--- src/rtl/lgsm_pkg.sv ---
// ----------------------------------------------------------------------------
// lgsm_pkg : shared types and constants of the loop gap and stall monitor
// Event codes, field widths, register indexes and the pipeline control word.
// ----------------------------------------------------------------------------
package lgsm_pkg;

  // event codes
  typedef enum logic [1:0] {
    FUNC_MARK  = 2'd0,
    FUNC_SKIP  = 2'd1,
    FUNC_BEGIN = 2'd2,
    FUNC_END   = 2'd3
  } func_t;

  // configuration register indexes
  typedef enum logic [1:0] {
    REG_WINDOW     = 2'd0,
    REG_STALL_LOW  = 2'd1,
    REG_STALL_HIGH = 2'd2,
    REG_SLOW_SECT  = 2'd3
  } reg_idx_t;

  localparam int SECTIONS_DEF = 5;
  localparam int SKIP_SECTION = 2;

  localparam int TS_W   = 32;   // timestamp width
  localparam int MS_W   = 23;   // millisecond gap width
  localparam int CNT_W  = 32;   // stall counter width
  localparam int SEC_W  = 3;    // section field width
  localparam int FUNC_W = 2;
  localparam int CFG_W  = 32;

  // floor(x / 1000) for 32-bit x equals (x * RECIP_1000) >> RECIP_SHIFT
  localparam int RECIP_W     = 29;
  localparam int RECIP_SHIFT = 38;
  localparam logic [RECIP_W-1:0] RECIP_1000 = 29'd274877907;

  localparam logic [CFG_W-1:0] WINDOW_RST     = 32'd10000;
  localparam logic [MS_W-1:0]  STALL_LOW_RST  = 23'd50;
  localparam logic [MS_W-1:0]  STALL_HIGH_RST = 23'd250;
  localparam logic [MS_W-1:0]  SLOW_SECT_RST  = 23'd100;

  // control word that travels with each transaction down the pipeline
  typedef struct packed {
    func_t             func;
    logic [SEC_W-1:0]  section;
    logic              sec_ok;
    logic              gap_ok;
    logic              rotate;
  } ctrl_t;

endpackage

--- src/rtl/lgsm_div1000.sv ---
// ----------------------------------------------------------------------------
// lgsm_div1000 : microsecond to millisecond conversion stage
// One registered pipeline stage that divides a 32-bit difference by 1000
// through a reciprocal multiply, carrying the control word alongside.
// ----------------------------------------------------------------------------
module lgsm_div1000 (
  input  logic                              clk,
  input  logic                              rst_n,
  input  logic                              adv,        // stage loads when high
  input  logic                              in_valid,
  input  logic [lgsm_pkg::TS_W-1:0]         in_diff,
  input  lgsm_pkg::ctrl_t                   in_ctrl,
  output logic                              out_valid,
  output logic [lgsm_pkg::MS_W-1:0]         out_quot,
  output lgsm_pkg::ctrl_t                   out_ctrl
);

  localparam int PROD_W = lgsm_pkg::TS_W + lgsm_pkg::RECIP_W;

  logic [PROD_W-1:0]         prod;
  logic                      valid_r;
  logic [lgsm_pkg::MS_W-1:0] quot_r;
  lgsm_pkg::ctrl_t           ctrl_r;

  // reciprocal multiply, quotient is the top bits
  assign prod = PROD_W'(in_diff) * PROD_W'(lgsm_pkg::RECIP_1000);

  // stage valid
  always_ff @(posedge clk) begin
    if (!rst_n) begin
      valid_r <= 1'b0;
    end else if (adv) begin
      valid_r <= in_valid;
    end
  end

  // stage payload
  always_ff @(posedge clk) begin
    if (adv) begin
      quot_r <= prod[lgsm_pkg::RECIP_SHIFT +: lgsm_pkg::MS_W];
      ctrl_r <= in_ctrl;
    end
  end

  assign out_valid = valid_r;
  assign out_quot  = quot_r;
  assign out_ctrl  = ctrl_r;

endmodule

--- src/rtl/loop_gap_stall_monitor_top.sv ---
// ----------------------------------------------------------------------------
// loop_gap_stall_monitor_top : loop gap and stall monitor
// Times loop marks and code sections from event timestamps and reports
// window maxima, all-time peak and stall counters for every event.
// ----------------------------------------------------------------------------
// One event is taken per clock while the output side is not stalled, and each
// event gives exactly one result. The stage 1 register takes the microsecond
// difference while the mark, section start and window timers update, the
// divider stage divides by 1000 through the reciprocal multiplier, and the
// last stage folds the gap or duration into the maxima and counters and loads
// the output register. Results reflect the state after the event's own
// update. Configuration registers should only be written while no transaction
// is in flight.
module loop_gap_stall_monitor_top #(
  parameter int SECTIONS = lgsm_pkg::SECTIONS_DEF
) (
  input  logic         clk,
  input  logic         rst_n,
  // input stream
  input  logic         in_tvalid,
  output logic         in_tready,
  input  logic [71:0]  in_tdata,   // section[2:0], now_us[34:3], now_ms[66:35], zero fill
  input  logic [1:0]   in_tuser,   // func[1:0]
  // result stream
  output logic         out_tvalid,
  input  logic         out_tready,
  output logic [135:0] out_tdata,  // recent_max_ms[22:0], peak_gap_ms[45:23],
                                   // low_stall_count[77:46], high_stall_count[109:78],
                                   // section_recent_max_ms[132:110], zero fill
  output logic         out_tuser,  // slow_flag
  // configuration
  input  logic         cfg_wr_en,
  input  logic [1:0]   cfg_index,
  input  logic [31:0]  cfg_data
);

  localparam int TS_W  = lgsm_pkg::TS_W;
  localparam int MS_W  = lgsm_pkg::MS_W;
  localparam int CNT_W = lgsm_pkg::CNT_W;
  localparam int SEC_W = lgsm_pkg::SEC_W;
  localparam int SEC_IW = (SECTIONS > 1) ? $clog2(SECTIONS) : 1;
  localparam int SKIP  = lgsm_pkg::SKIP_SECTION;
  localparam bit SKIP_EN = (SKIP < SECTIONS);
  localparam int OUT_USED = 3 * MS_W + 2 * CNT_W;

  // input fields
  lgsm_pkg::func_t  in_func;
  logic [SEC_W-1:0] in_sec;
  logic [TS_W-1:0]  in_us;
  logic [TS_W-1:0]  in_ms;

  assign in_func = lgsm_pkg::func_t'(in_tuser);
  assign in_sec  = in_tdata[SEC_W-1:0];
  assign in_us   = in_tdata[SEC_W +: TS_W];
  assign in_ms   = in_tdata[SEC_W+TS_W +: TS_W];

  // configuration registers
  logic [TS_W-1:0] window_ms_r;
  logic [MS_W-1:0] stall_low_r;
  logic [MS_W-1:0] stall_high_r;
  logic [MS_W-1:0] slow_sect_r;

  always_ff @(posedge clk) begin
    if (!rst_n) begin
      window_ms_r  <= lgsm_pkg::WINDOW_RST;
      stall_low_r  <= lgsm_pkg::STALL_LOW_RST;
      stall_high_r <= lgsm_pkg::STALL_HIGH_RST;
      slow_sect_r  <= lgsm_pkg::SLOW_SECT_RST;
    end else if (cfg_wr_en) begin
      unique case (lgsm_pkg::reg_idx_t'(cfg_index))
        lgsm_pkg::REG_WINDOW:     window_ms_r  <= cfg_data;
        lgsm_pkg::REG_STALL_LOW:  stall_low_r  <= cfg_data[MS_W-1:0];
        lgsm_pkg::REG_STALL_HIGH: stall_high_r <= cfg_data[MS_W-1:0];
        lgsm_pkg::REG_SLOW_SECT:  slow_sect_r  <= cfg_data[MS_W-1:0];
        default: ;
      endcase
    end
  end

  // pipeline flow control, nothing is taken while in reset
  logic s1_valid_r;
  logic s2_valid;
  logic out_valid_r;
  logic out_free;
  logic s2_free;
  logic s1_free;
  logic accept;

  assign out_free  = !out_valid_r || out_tready;
  assign s2_free   = !s2_valid || out_free;
  assign s1_free   = !s1_valid_r || s2_free;
  assign in_tready = s1_free && rst_n;
  assign accept    = in_tvalid && in_tready;

  // front-end timer state
  logic [TS_W-1:0] last_mark_us_r;
  logic            last_valid_r;
  logic [TS_W-1:0] win_start_r;
  logic [TS_W-1:0] sect_start_r [SECTIONS];

  logic              in_sec_ok;
  logic [SEC_IW-1:0] in_idx;
  logic [TS_W-1:0]   ref_us;
  logic              win_due;
  lgsm_pkg::ctrl_t   in_ctrl;

  assign in_sec_ok = (32'(in_sec) < 32'(SECTIONS));
  assign in_idx    = in_sec_ok ? SEC_IW'(in_sec) : '0;
  assign ref_us    = (in_func == lgsm_pkg::FUNC_MARK) ? last_mark_us_r : sect_start_r[in_idx];
  assign win_due   = (in_ms - win_start_r) >= window_ms_r;

  always_comb begin
    in_ctrl.func    = in_func;
    in_ctrl.section = in_sec;
    in_ctrl.sec_ok  = in_sec_ok;
    in_ctrl.gap_ok  = (in_func == lgsm_pkg::FUNC_MARK) && last_valid_r;
    in_ctrl.rotate  = (in_func == lgsm_pkg::FUNC_MARK) && win_due;
  end

  // mark and window timers
  always_ff @(posedge clk) begin
    if (!rst_n) begin
      last_mark_us_r <= '0;
      last_valid_r   <= 1'b0;
      win_start_r    <= '0;
    end else if (accept) begin
      unique case (in_func)
        lgsm_pkg::FUNC_MARK: begin
          last_mark_us_r <= in_us;
          last_valid_r   <= 1'b1;
          if (win_due) begin
            win_start_r <= in_ms;
          end
        end
        lgsm_pkg::FUNC_SKIP: begin
          last_valid_r <= 1'b0;
        end
        default: ;
      endcase
    end
  end

  // section start times
  always_ff @(posedge clk) begin
    if (!rst_n) begin
      for (int i = 0; i < SECTIONS; i++) begin
        sect_start_r[i] <= '0;
      end
    end else if (accept) begin
      for (int i = 0; i < SECTIONS; i++) begin
        if (in_func == lgsm_pkg::FUNC_BEGIN && in_sec_ok && in_idx == SEC_IW'(i)) begin
          sect_start_r[i] <= in_us;
        end else if (in_func == lgsm_pkg::FUNC_SKIP && SKIP_EN && i == SKIP) begin
          sect_start_r[i] <= in_us;
        end
      end
    end
  end

  // stage 1 register: difference and control
  logic [TS_W-1:0] s1_diff_r;
  lgsm_pkg::ctrl_t s1_ctrl_r;

  always_ff @(posedge clk) begin
    if (!rst_n) begin
      s1_valid_r <= 1'b0;
    end else if (s1_free) begin
      s1_valid_r <= in_tvalid;
    end
  end

  always_ff @(posedge clk) begin
    if (accept) begin
      s1_diff_r <= in_us - ref_us;
      s1_ctrl_r <= in_ctrl;
    end
  end

  // stage 2: divide by 1000
  logic [MS_W-1:0] q;
  lgsm_pkg::ctrl_t s2_ctrl;

  lgsm_div1000 u_div (
    .clk       (clk),
    .rst_n     (rst_n),
    .adv       (s2_free),
    .in_valid  (s1_valid_r),
    .in_diff   (s1_diff_r),
    .in_ctrl   (s1_ctrl_r),
    .out_valid (s2_valid),
    .out_quot  (q),
    .out_ctrl  (s2_ctrl)
  );

  // statistics state
  logic [MS_W-1:0]  gcur_r, gprev_r, peak_r;
  logic [CNT_W-1:0] low_cnt_r, high_cnt_r;
  logic [MS_W-1:0]  scur_r  [SECTIONS];
  logic [MS_W-1:0]  sprev_r [SECTIONS];

  logic [MS_W-1:0]  gcur_f, gcur_nxt, gprev_nxt, peak_nxt;
  logic [CNT_W-1:0] low_cnt_nxt, high_cnt_nxt;
  logic [MS_W-1:0]  scur_nxt  [SECTIONS];
  logic [MS_W-1:0]  sprev_nxt [SECTIONS];
  logic [MS_W-1:0]  sfold;
  logic             end_hit;
  logic [SEC_IW-1:0] s2_idx;
  logic [MS_W-1:0]  recent_nxt, sec_recent_nxt;
  logic             slow_nxt;
  logic             s2_fire;

  assign s2_fire = s2_valid && out_free;
  assign s2_idx  = s2_ctrl.sec_ok ? SEC_IW'(s2_ctrl.section) : '0;
  assign end_hit = (s2_ctrl.func == lgsm_pkg::FUNC_END) && s2_ctrl.sec_ok;

  // fold gap into loop statistics, then rotate the window
  always_comb begin
    gcur_f    = (s2_ctrl.gap_ok && q > gcur_r) ? q : gcur_r;
    gcur_nxt  = s2_ctrl.rotate ? '0 : gcur_f;
    gprev_nxt = s2_ctrl.rotate ? gcur_f : gprev_r;
    peak_nxt  = (s2_ctrl.gap_ok && q > peak_r) ? q : peak_r;
    low_cnt_nxt  = low_cnt_r + CNT_W'(s2_ctrl.gap_ok && q > stall_low_r);
    high_cnt_nxt = high_cnt_r + CNT_W'(s2_ctrl.gap_ok && q > stall_high_r);
    recent_nxt   = (gcur_nxt > gprev_nxt) ? gcur_nxt : gprev_nxt;
  end

  // fold section duration, rotate section maxima
  always_comb begin
    for (int i = 0; i < SECTIONS; i++) begin
      sfold = (end_hit && s2_idx == SEC_IW'(i) && q > scur_r[i]) ? q : scur_r[i];
      scur_nxt[i]  = s2_ctrl.rotate ? '0 : sfold;
      sprev_nxt[i] = s2_ctrl.rotate ? sfold : sprev_r[i];
    end
    if (s2_ctrl.sec_ok) begin
      sec_recent_nxt = (scur_nxt[s2_idx] > sprev_nxt[s2_idx]) ?
                       scur_nxt[s2_idx] : sprev_nxt[s2_idx];
    end else begin
      sec_recent_nxt = '0;
    end
    slow_nxt = end_hit && (q > slow_sect_r);
  end

  always_ff @(posedge clk) begin
    if (!rst_n) begin
      gcur_r     <= '0;
      gprev_r    <= '0;
      peak_r     <= '0;
      low_cnt_r  <= '0;
      high_cnt_r <= '0;
      for (int i = 0; i < SECTIONS; i++) begin
        scur_r[i]  <= '0;
        sprev_r[i] <= '0;
      end
    end else if (s2_fire) begin
      gcur_r     <= gcur_nxt;
      gprev_r    <= gprev_nxt;
      peak_r     <= peak_nxt;
      low_cnt_r  <= low_cnt_nxt;
      high_cnt_r <= high_cnt_nxt;
      for (int i = 0; i < SECTIONS; i++) begin
        scur_r[i]  <= scur_nxt[i];
        sprev_r[i] <= sprev_nxt[i];
      end
    end
  end

  // result register
  logic [135:0] out_data_r;
  logic         out_slow_r;

  always_ff @(posedge clk) begin
    if (!rst_n) begin
      out_valid_r <= 1'b0;
    end else if (out_free) begin
      out_valid_r <= s2_valid;
    end
  end

  always_ff @(posedge clk) begin
    if (s2_fire) begin
      out_data_r <= {(136 - OUT_USED)'(0), sec_recent_nxt, high_cnt_nxt, low_cnt_nxt,
                     peak_nxt, recent_nxt};
      out_slow_r <= slow_nxt;
    end
  end

  assign out_tvalid = out_valid_r;
  assign out_tdata  = out_data_r;
  assign out_tuser  = out_slow_r;

endmodule

--- config.mk ---
export PLATFORM = sky130hd
export DESIGN_NAME = loop_gap_stall_monitor_top
export DESIGN_NICKNAME = d
export VERILOG_FILES = /design/src/rtl/lgsm_pkg.sv /design/src/rtl/lgsm_div1000.sv /design/src/rtl/loop_gap_stall_monitor_top.sv
export SDC_FILE = /design/constraint.sdc
export NUM_CORES = 2
export LEC_CHECK = 0
export BUFFER_PORTS_ARGS = -buffer_cell sky130_fd_sc_hd__buf_2
export CAP_MARGIN = 0
export CORE_MARGIN = 4
export CORE_UTILIZATION = 60
export DETAILED_ROUTE_END_ITERATION = 8
export HOLD_SLACK_MARGIN = 0.06
export PLACE_DENSITY = 0.87
export SLEW_MARGIN = 20
export SYNTH_ARGS = -nofsm -noshare
export SYNTH_HDL_FRONTEND = slang
export SYNTH_SLANG_ARGS = --single-unit
--- constraint.sdc ---
create_clock -name clk -period 10.8 [get_ports clk]
set_input_delay 0.54 -clock clk [delete_from_list [all_inputs] [get_ports clk]]
set_output_delay 0.54 -clock clk [all_outputs]
set_load 0.03 [all_outputs]
# Word-level counts from Yosys, hierarchy flattened
# Memory sizes are Yosys's and may differ from the RTL's.
# Index checks and enable logic that the tools add are counted.
# W data, S select, Z words.
# classes
n_mul	1
n_eq_ne	14
n_lt_le_gt_ge	15
reduce_logical	45
bitwise_logic	17
addsub	4
n_mux	76
# ops
operator	count
$mux W23	35
$gt A23 B23 Y1	12
$mux W32	7
$bmux W23 S3	2
$add A32 B1 Y32	2
$sub A32 B32 Y32	2
$mul A32 B29 Y61 const B	1
$ge A32 B32 Y1	1
$mux W1	29
$logic_and A1 B1 Y1	27
$or A1 B1 Y1	16
$eq A3 B2 Y1 const B	4
$reduce_and A2 Y1	6
$eq A2 B2 Y1 const B	4
$eq A3 B1 Y1 const B	2
$eq A3 B3 Y1 const B	2
$logic_not A3 Y1	2
$mux W3	2
$eq A2 B1 Y1 const B	2
$ge A4 B4 Y1 const B	1
$logic_not A2 Y1	2
$not A3 Y4	1
$logic_not A1 Y1	3
$logic_or A1 B1 Y1	3
other kinds (4)	4
# totals
ramBits	390
word_cells	205
output_inout_bits	139
memories	3
reg_bits	507
inputBits	113
# mem_list
memory	words	word_bits	read_ports	rd_clocked_by_memory_dff	wr	line_no	rtl
sect_start_r	5	32	1	0	5	loop_gap_stall_monitor_top.sv:99	logic [TS_W-1:0] sect_start_r [SECTIONS];
scur_r	5	23	5	0	5	loop_gap_stall_monitor_top.sv:198	logic [MS_W-1:0] scur_r [SECTIONS];
sprev_r	5	23	5	0	5	loop_gap_stall_monitor_top.sv:199	logic [MS_W-1:0] sprev_r [SECTIONS];

# Logic depth before layout (Yosys ltp)
# logic_depth
depth_word	11
depth_mapped	29
depth_no_buf	26

# Cells and area by module
# Synthesis repeated with hierarchy kept, for this count alone.
# unflattened
hier_cells	6866
hier_area_um2	65470.3
# by_module_without_submodules
mod	seq_area_each_um2	instances	cells_each	area_per_inst_um2
loop_gap_stall_monitor_top	22962.0	1	5278	49640.1
lgsm_div1000	950.9	1	1588	15830.2

# Worst setup path before layout
# No wires, ideal clock.
# synth_path
kind	input to register
start	in out_tready
end	reg gcur_r[10]
setup_ps	117
cell_stages	6
n_path_buf	1
setup_slack_ps	3659
arrival_ps	7024
t_required_ps	10683
path_cell_list	nor2b_1 > nand2b_1 > nand2_1 > o21ai_1 > clkbuf_1 > a22o_1
# synth_via
elab_chain_cells	2
# synth_rtl
item	line_no	rtl
from (decl)	loop_gap_stall_monitor_top.sv:26	input logic out_tready,
$logic_or A1 B1 Y1	loop_gap_stall_monitor_top.sv:89	assign out_free = !out_valid_r || out_tready;
$logic_and A1 B1 Y1	loop_gap_stall_monitor_top.sv:212	assign s2_fire = s2_valid && out_free;
to (signal assigned)	loop_gap_stall_monitor_top.sv:255	gcur_r <= gcur_nxt;
to (decl)	loop_gap_stall_monitor_top.sv:196	logic [MS_W-1:0] gcur_r, gprev_r, peak_r;
# No other way between the ends.
# A chain may end at the register's enable or synchronous reset.

# Worst setup path in the final report
# layout_path
start	reg u_div.quot_r (netlist bit u_div.out_quot[19])
end	reg out_data_r[110], in the netlist out_tdata[110], data pin
# layout_via
elab_chain_cells	9
# layout_rtl
item	line_no	rtl
from (decl)	lgsm_div1000.sv:22	logic [lgsm_pkg::MS_W-1:0] quot_r;
from (signal assigned)	lgsm_div1000.sv:40	quot_r <= prod[lgsm_pkg::RECIP_SHIFT +: lgsm_pkg::MS_W];
$gt A23 B23 Y1	loop_gap_stall_monitor_top.sv:230	sfold = (end_hit && s2_idx == SEC_IW'(i) && q > scur_r[i]) ? q : scur_r[i];
$logic_and A1 B1 Y1	loop_gap_stall_monitor_top.sv:230	
$mux W23	loop_gap_stall_monitor_top.sv:230	
$mux W23 (on tied branches)	loop_gap_stall_monitor_top.sv:231, loop_gap_stall_monitor_top.sv:232	
$bmux W23 S3	loop_gap_stall_monitor_top.sv:235, loop_gap_stall_monitor_top.sv:236	
$mux W23 (implied by the code) (2 in series)	loop_gap_stall_monitor_top.sv:235, loop_gap_stall_monitor_top.sv:236	
$gt A23 B23 Y1	loop_gap_stall_monitor_top.sv:235	sec_recent_nxt = (scur_nxt[s2_idx] > sprev_nxt[s2_idx]) ?
$mux W23 (*)	loop_gap_stall_monitor_top.sv:235	
to (signal assigned)	loop_gap_stall_monitor_top.sv:281	out_data_r <= {(136 - OUT_USED)'(0), sec_recent_nxt, high_cnt_nxt, low_cnt_nxt,
to (decl)	loop_gap_stall_monitor_top.sv:268	logic [135:0] out_data_r;
# Every way passes the cells marked *; elsewhere a longest branch is shown, timed or not. The select of a mux whose other input is x is not followed.

==> flow_summary.json <==
{
  "wl_per_cell_um": 21.0,
  "tightest_slew_ns": 1.20,
  "cp-start-kind": "register",
  "drt_wl_total_mm": 167,
  "via_per_inst": 6.14,
  "worst_setup_path_end_kind": "register",
  "grt_use_total_pct": 29.6,
  "post-synth-top-area-cell": "edfxtp_1",
  "die-area_mm2": 0.111,
  "num_io_pins": 252,
  "ff2ff_setup_slack_ns": 2.10,
  "yosysWarnings": 0,
  "period_share_pct": 80.6,
  "grt_pass1_vias": 49400,
  "finalSetupTns_ns": 0,
  "synthTopCellsByArea": "edfxtp_1 28%, ha_1 15%, dfxtp_1 9.6%",
  "setup.worst_path.start": "u_div.out_quot[19]",
  "grt-ovfl-total": 0,
  "grt_pass1_wl_mm": 263,
  "path_class": "register to register",
  "via_count": 48800,
  "hold_viol_final": 0,
  "io_buffers": 243,
  "fmax_mhz": 115,
  "cts_made_buffers": 94,
  "cts_tree": "done",
  "required_ns": 11.30,
  "yosys.cell_types.count": 81,
  "crit_path_end": "out_tdata[110]",
  "avgSynthCellArea_um2": 9.93,
  "drt_iter0_drc": 4570,
  "first_pass_iters": 6,
  "hp-class": "input pin to register",
  "yosys_most_used_dff": "edfxtp_1",
  "rsz0062_at_grt": "no",
  "die_w_um": 333,
  "slew_viol_final": 0,
  "drv_cap": 0,
  "clkLatencyLatePin_ns": 0.70,
  "start_util_pct": 60.7,
  "antenna_found_initial": 11,
  "synth-seq-cells": 897,
  "synth_edf_count": 595,
  "synth_top_area_share_pct": 28.3,
  "synth_fa_ha_area_share_pct": 24.6,
  "reg2reg_from": "u_div.out_quot[19]",
  "dp_hpwl_mm": 118,
  "syn2layout_area_growth_pct": 9.02,
  "muxShareOfSynthArea_pct": 2.30,
  "cts-root-buf": "clkbuf_16",
  "finalNetCount": 7664,
  "async_flop_share_pct": 0,
  "clockBufferDepth": 3,
  "syn_area_mm2": 0.0632,
  "synth_seq_area_share_pct": 37.8,
  "place_congestion": 0.940,
  "netlist_instances": 6362,
  "grt_max_degree": 185,
  "drive_gt1_share_pct": 8.66,
  "htree_levels": 3,
  "fin_crit_ns": 8.70,
  "synthSimpleGateAreaFrac_pct": 11.4,
  "r2r-end": "out_tdata[110]",
  "clk_pin_slew_ns": 0.06,
  "rows": 118,
  "cp_max_fo": 23,
  "ant_nets": 0,
  "synth_xor_area_share_pct": 2.54,
  "synth-compound-area-share_pct": 14.4,
  "finClkSkew_ns": 0.0324,
  "drc": 0,
  "status": "completed",
  "finalSetupViolations": 0,
  "slew_headroom_pct": 19.8,
  "crit_arrival_ns": 9.21,
  "cts_num_sinks": 897,
  "die-height_um": 333,
  "ff2ff_path_depth": 21,
  "core_area_mm2": 0.104,
  "synth_top_family_by_area": "adder cells"
}
==> cell families (layout without fill, tap and decap cells) <==
| family | count (synthesis) | after routing |
|---|---|---|
| AND/OR/NAND/NOR | 1585 | 1585 |
| XOR/XNOR | 183 | 183 |
| adder cells (fa/ha/maj) | 1062 | 1062 |
| flip-flops | 897 | 897 |
| other | 1 | 10 |
| buffers and inverters | 1151 | 1356 |
| multiplexers | 142 | 142 |
| AO/OA/AOI/OAI | 1341 | 1341 |
==> area by class of cell <==
type	count	area, um2
Fill cell	7571	35200
Multi-Input combinational cell	4316	35100
Sequential cell	897	23900
Inverter	855	3210
Clock buffer	121	2570
Timing Repair Buffer	325	1870
Tap cell	1380	1730
Clock inverter	55	536
Antenna cell	7	17.5
==> worst min-delay path by stage <==
stage | startpoint | endpoint | slack [ns] | depth (start not counted)
2_1_floorplan | s1_ctrl_r[0] | u_div.out_ctrl[0] | 0.40 | 0
3_3_place_gp | s1_ctrl_r[1] | u_div.out_ctrl[1] | 0.40 | 0
3_5_place_dp | s1_ctrl_r[3] | u_div.out_ctrl[3] | 0.40 | 0
4_1_cts | in_tuser[1] | s1_ctrl_r[7] | 0.07 | 1
5_1_grt | in_tuser[1] | s1_ctrl_r[7] | 0.07 | 1
6_report | in_tuser[1] | s1_ctrl_r[7] | 0.09 | 1
==> stage by stage <==
stage               setup slack, ns  util (%)  cells  cell area, um2  hold WS [ns]
global route                   1.85      66.2   7950           68900        0.0744
floorplan                      3.66         -   6364           63200         0.400
global placement               2.49      63.2   7772           65800         0.404
detailed placement             2.33      63.2   7772           65800         0.405
finish                         2.10      66.2   7956           68900        0.0927
CTS                            2.32      66.2   7949           68900        0.0654
==> sequential cells by signal, summed over array words and instances (netlist names), 32 cells and up <==
| signal | cells |
|---|---|
| high_cnt_r | 32 |
| last_mark_us_r | 32 |
| low_cnt_r | 32 |
| out_tdata | 133 |
| s1_diff_r | 32 |
| scur_r | 115 |
| sect_start_r | 160 |
| sprev_r | 115 |
| win_start_r | 32 |
| window_ms_r | 32 |
==> critical path, cell delays in order, from the launching register on <==
cell and delay [ns]:
edfxtp_1 0.71, buf_4 0.34, ha_1 0.29, nand4_1 0.28
nor4_1 0.85, a2111o_1 0.28, a31o_2 0.45, buf_4 0.41
mux2i_1 0.45, a211oi_1 0.14, nor4_1 0.59, o22a_1 0.24
ha_1 0.23, a21o_1 0.16, a21o_1 0.16, a21oi_1 0.22
o211a_1 0.24, a21oi_1 0.14, a2111oi_0 0.96, o21ai_0 0.36
or2_2 0.64, o221ai_1 0.34
==> timing repair <==
action	in CTS	in global routing
hold buffers	1	0
gates resized for setup	0	0
endpoints found under the hold margin	1	0
setup buffers	0	0
==> cell usage after synthesis (6+ instances only) <==
library cell  count
o211a_1          26
a221o_1          47
o21a_1           28
o21ai_0         293
and3_1           30
inv_1           855
nor3_1           42
a22o_1           23
and4_1            9
buf_2            14
and2_1           87
a211oi_1        194
a211oi_2         17
a2111oi_0         7
nor4_1           32
xor2_1           60
a31oi_1           8
mux2_2           25
a21oi_1         247
a21boi_0        140
o21bai_1         11
clkbuf_1        247
or3_1            20
o211ai_1         32
fa_1            300
or2_2            19
mux2i_1         117
nand4_1          70
a21o_1          103
nor2_1          465
nand3_1         119
o21ai_1          23
nor3b_1           6
dfxtp_1         302
edfxtp_1        595
o22a_1           22
nor2b_1          89
ha_1            762
buf_1            26
nand2b_1         30
o22ai_1           8
nand2_1         559
xnor2_1         123
a22oi_1          61
==> placed cells by master, fill, tap and decap left out, types with 28 or more instances in the layout <==
master and instances:
inv_1 854, ha_1 762, edfxtp_1 595, nand2_1 557, nor2_1 462, dfxtp_1 302
fa_1 300, o21ai_0 289, a21oi_1 245, buf_2 242, a211oi_1 194, a21boi_0 140
xnor2_1 123, nand3_1 118, mux2i_1 117, a21o_1 103, clkbuf_16 96, nor2b_1 88
and2_1 87, buf_4 79, nand4_1 70, xor2_1 60, a22oi_1 60, a221o_1 47
nor3_1 42, nor4_1 32, o211ai_1 32, and3_1 30, nand2b_1 28, o21a_1 28
==> per-layer routing <==
layer	vias up	GRT usage [%]	routed length (um)
met5	-	0	72
met3	642	7.24	17100
met2	2481	48.3	77300
li1	22300	-	-
met4	12	14.5	9190
met1	23300	36.9	63300
Power is not shown: default switching activity piles up to over one toggle a cycle in this logic, so the estimate is an artifact.
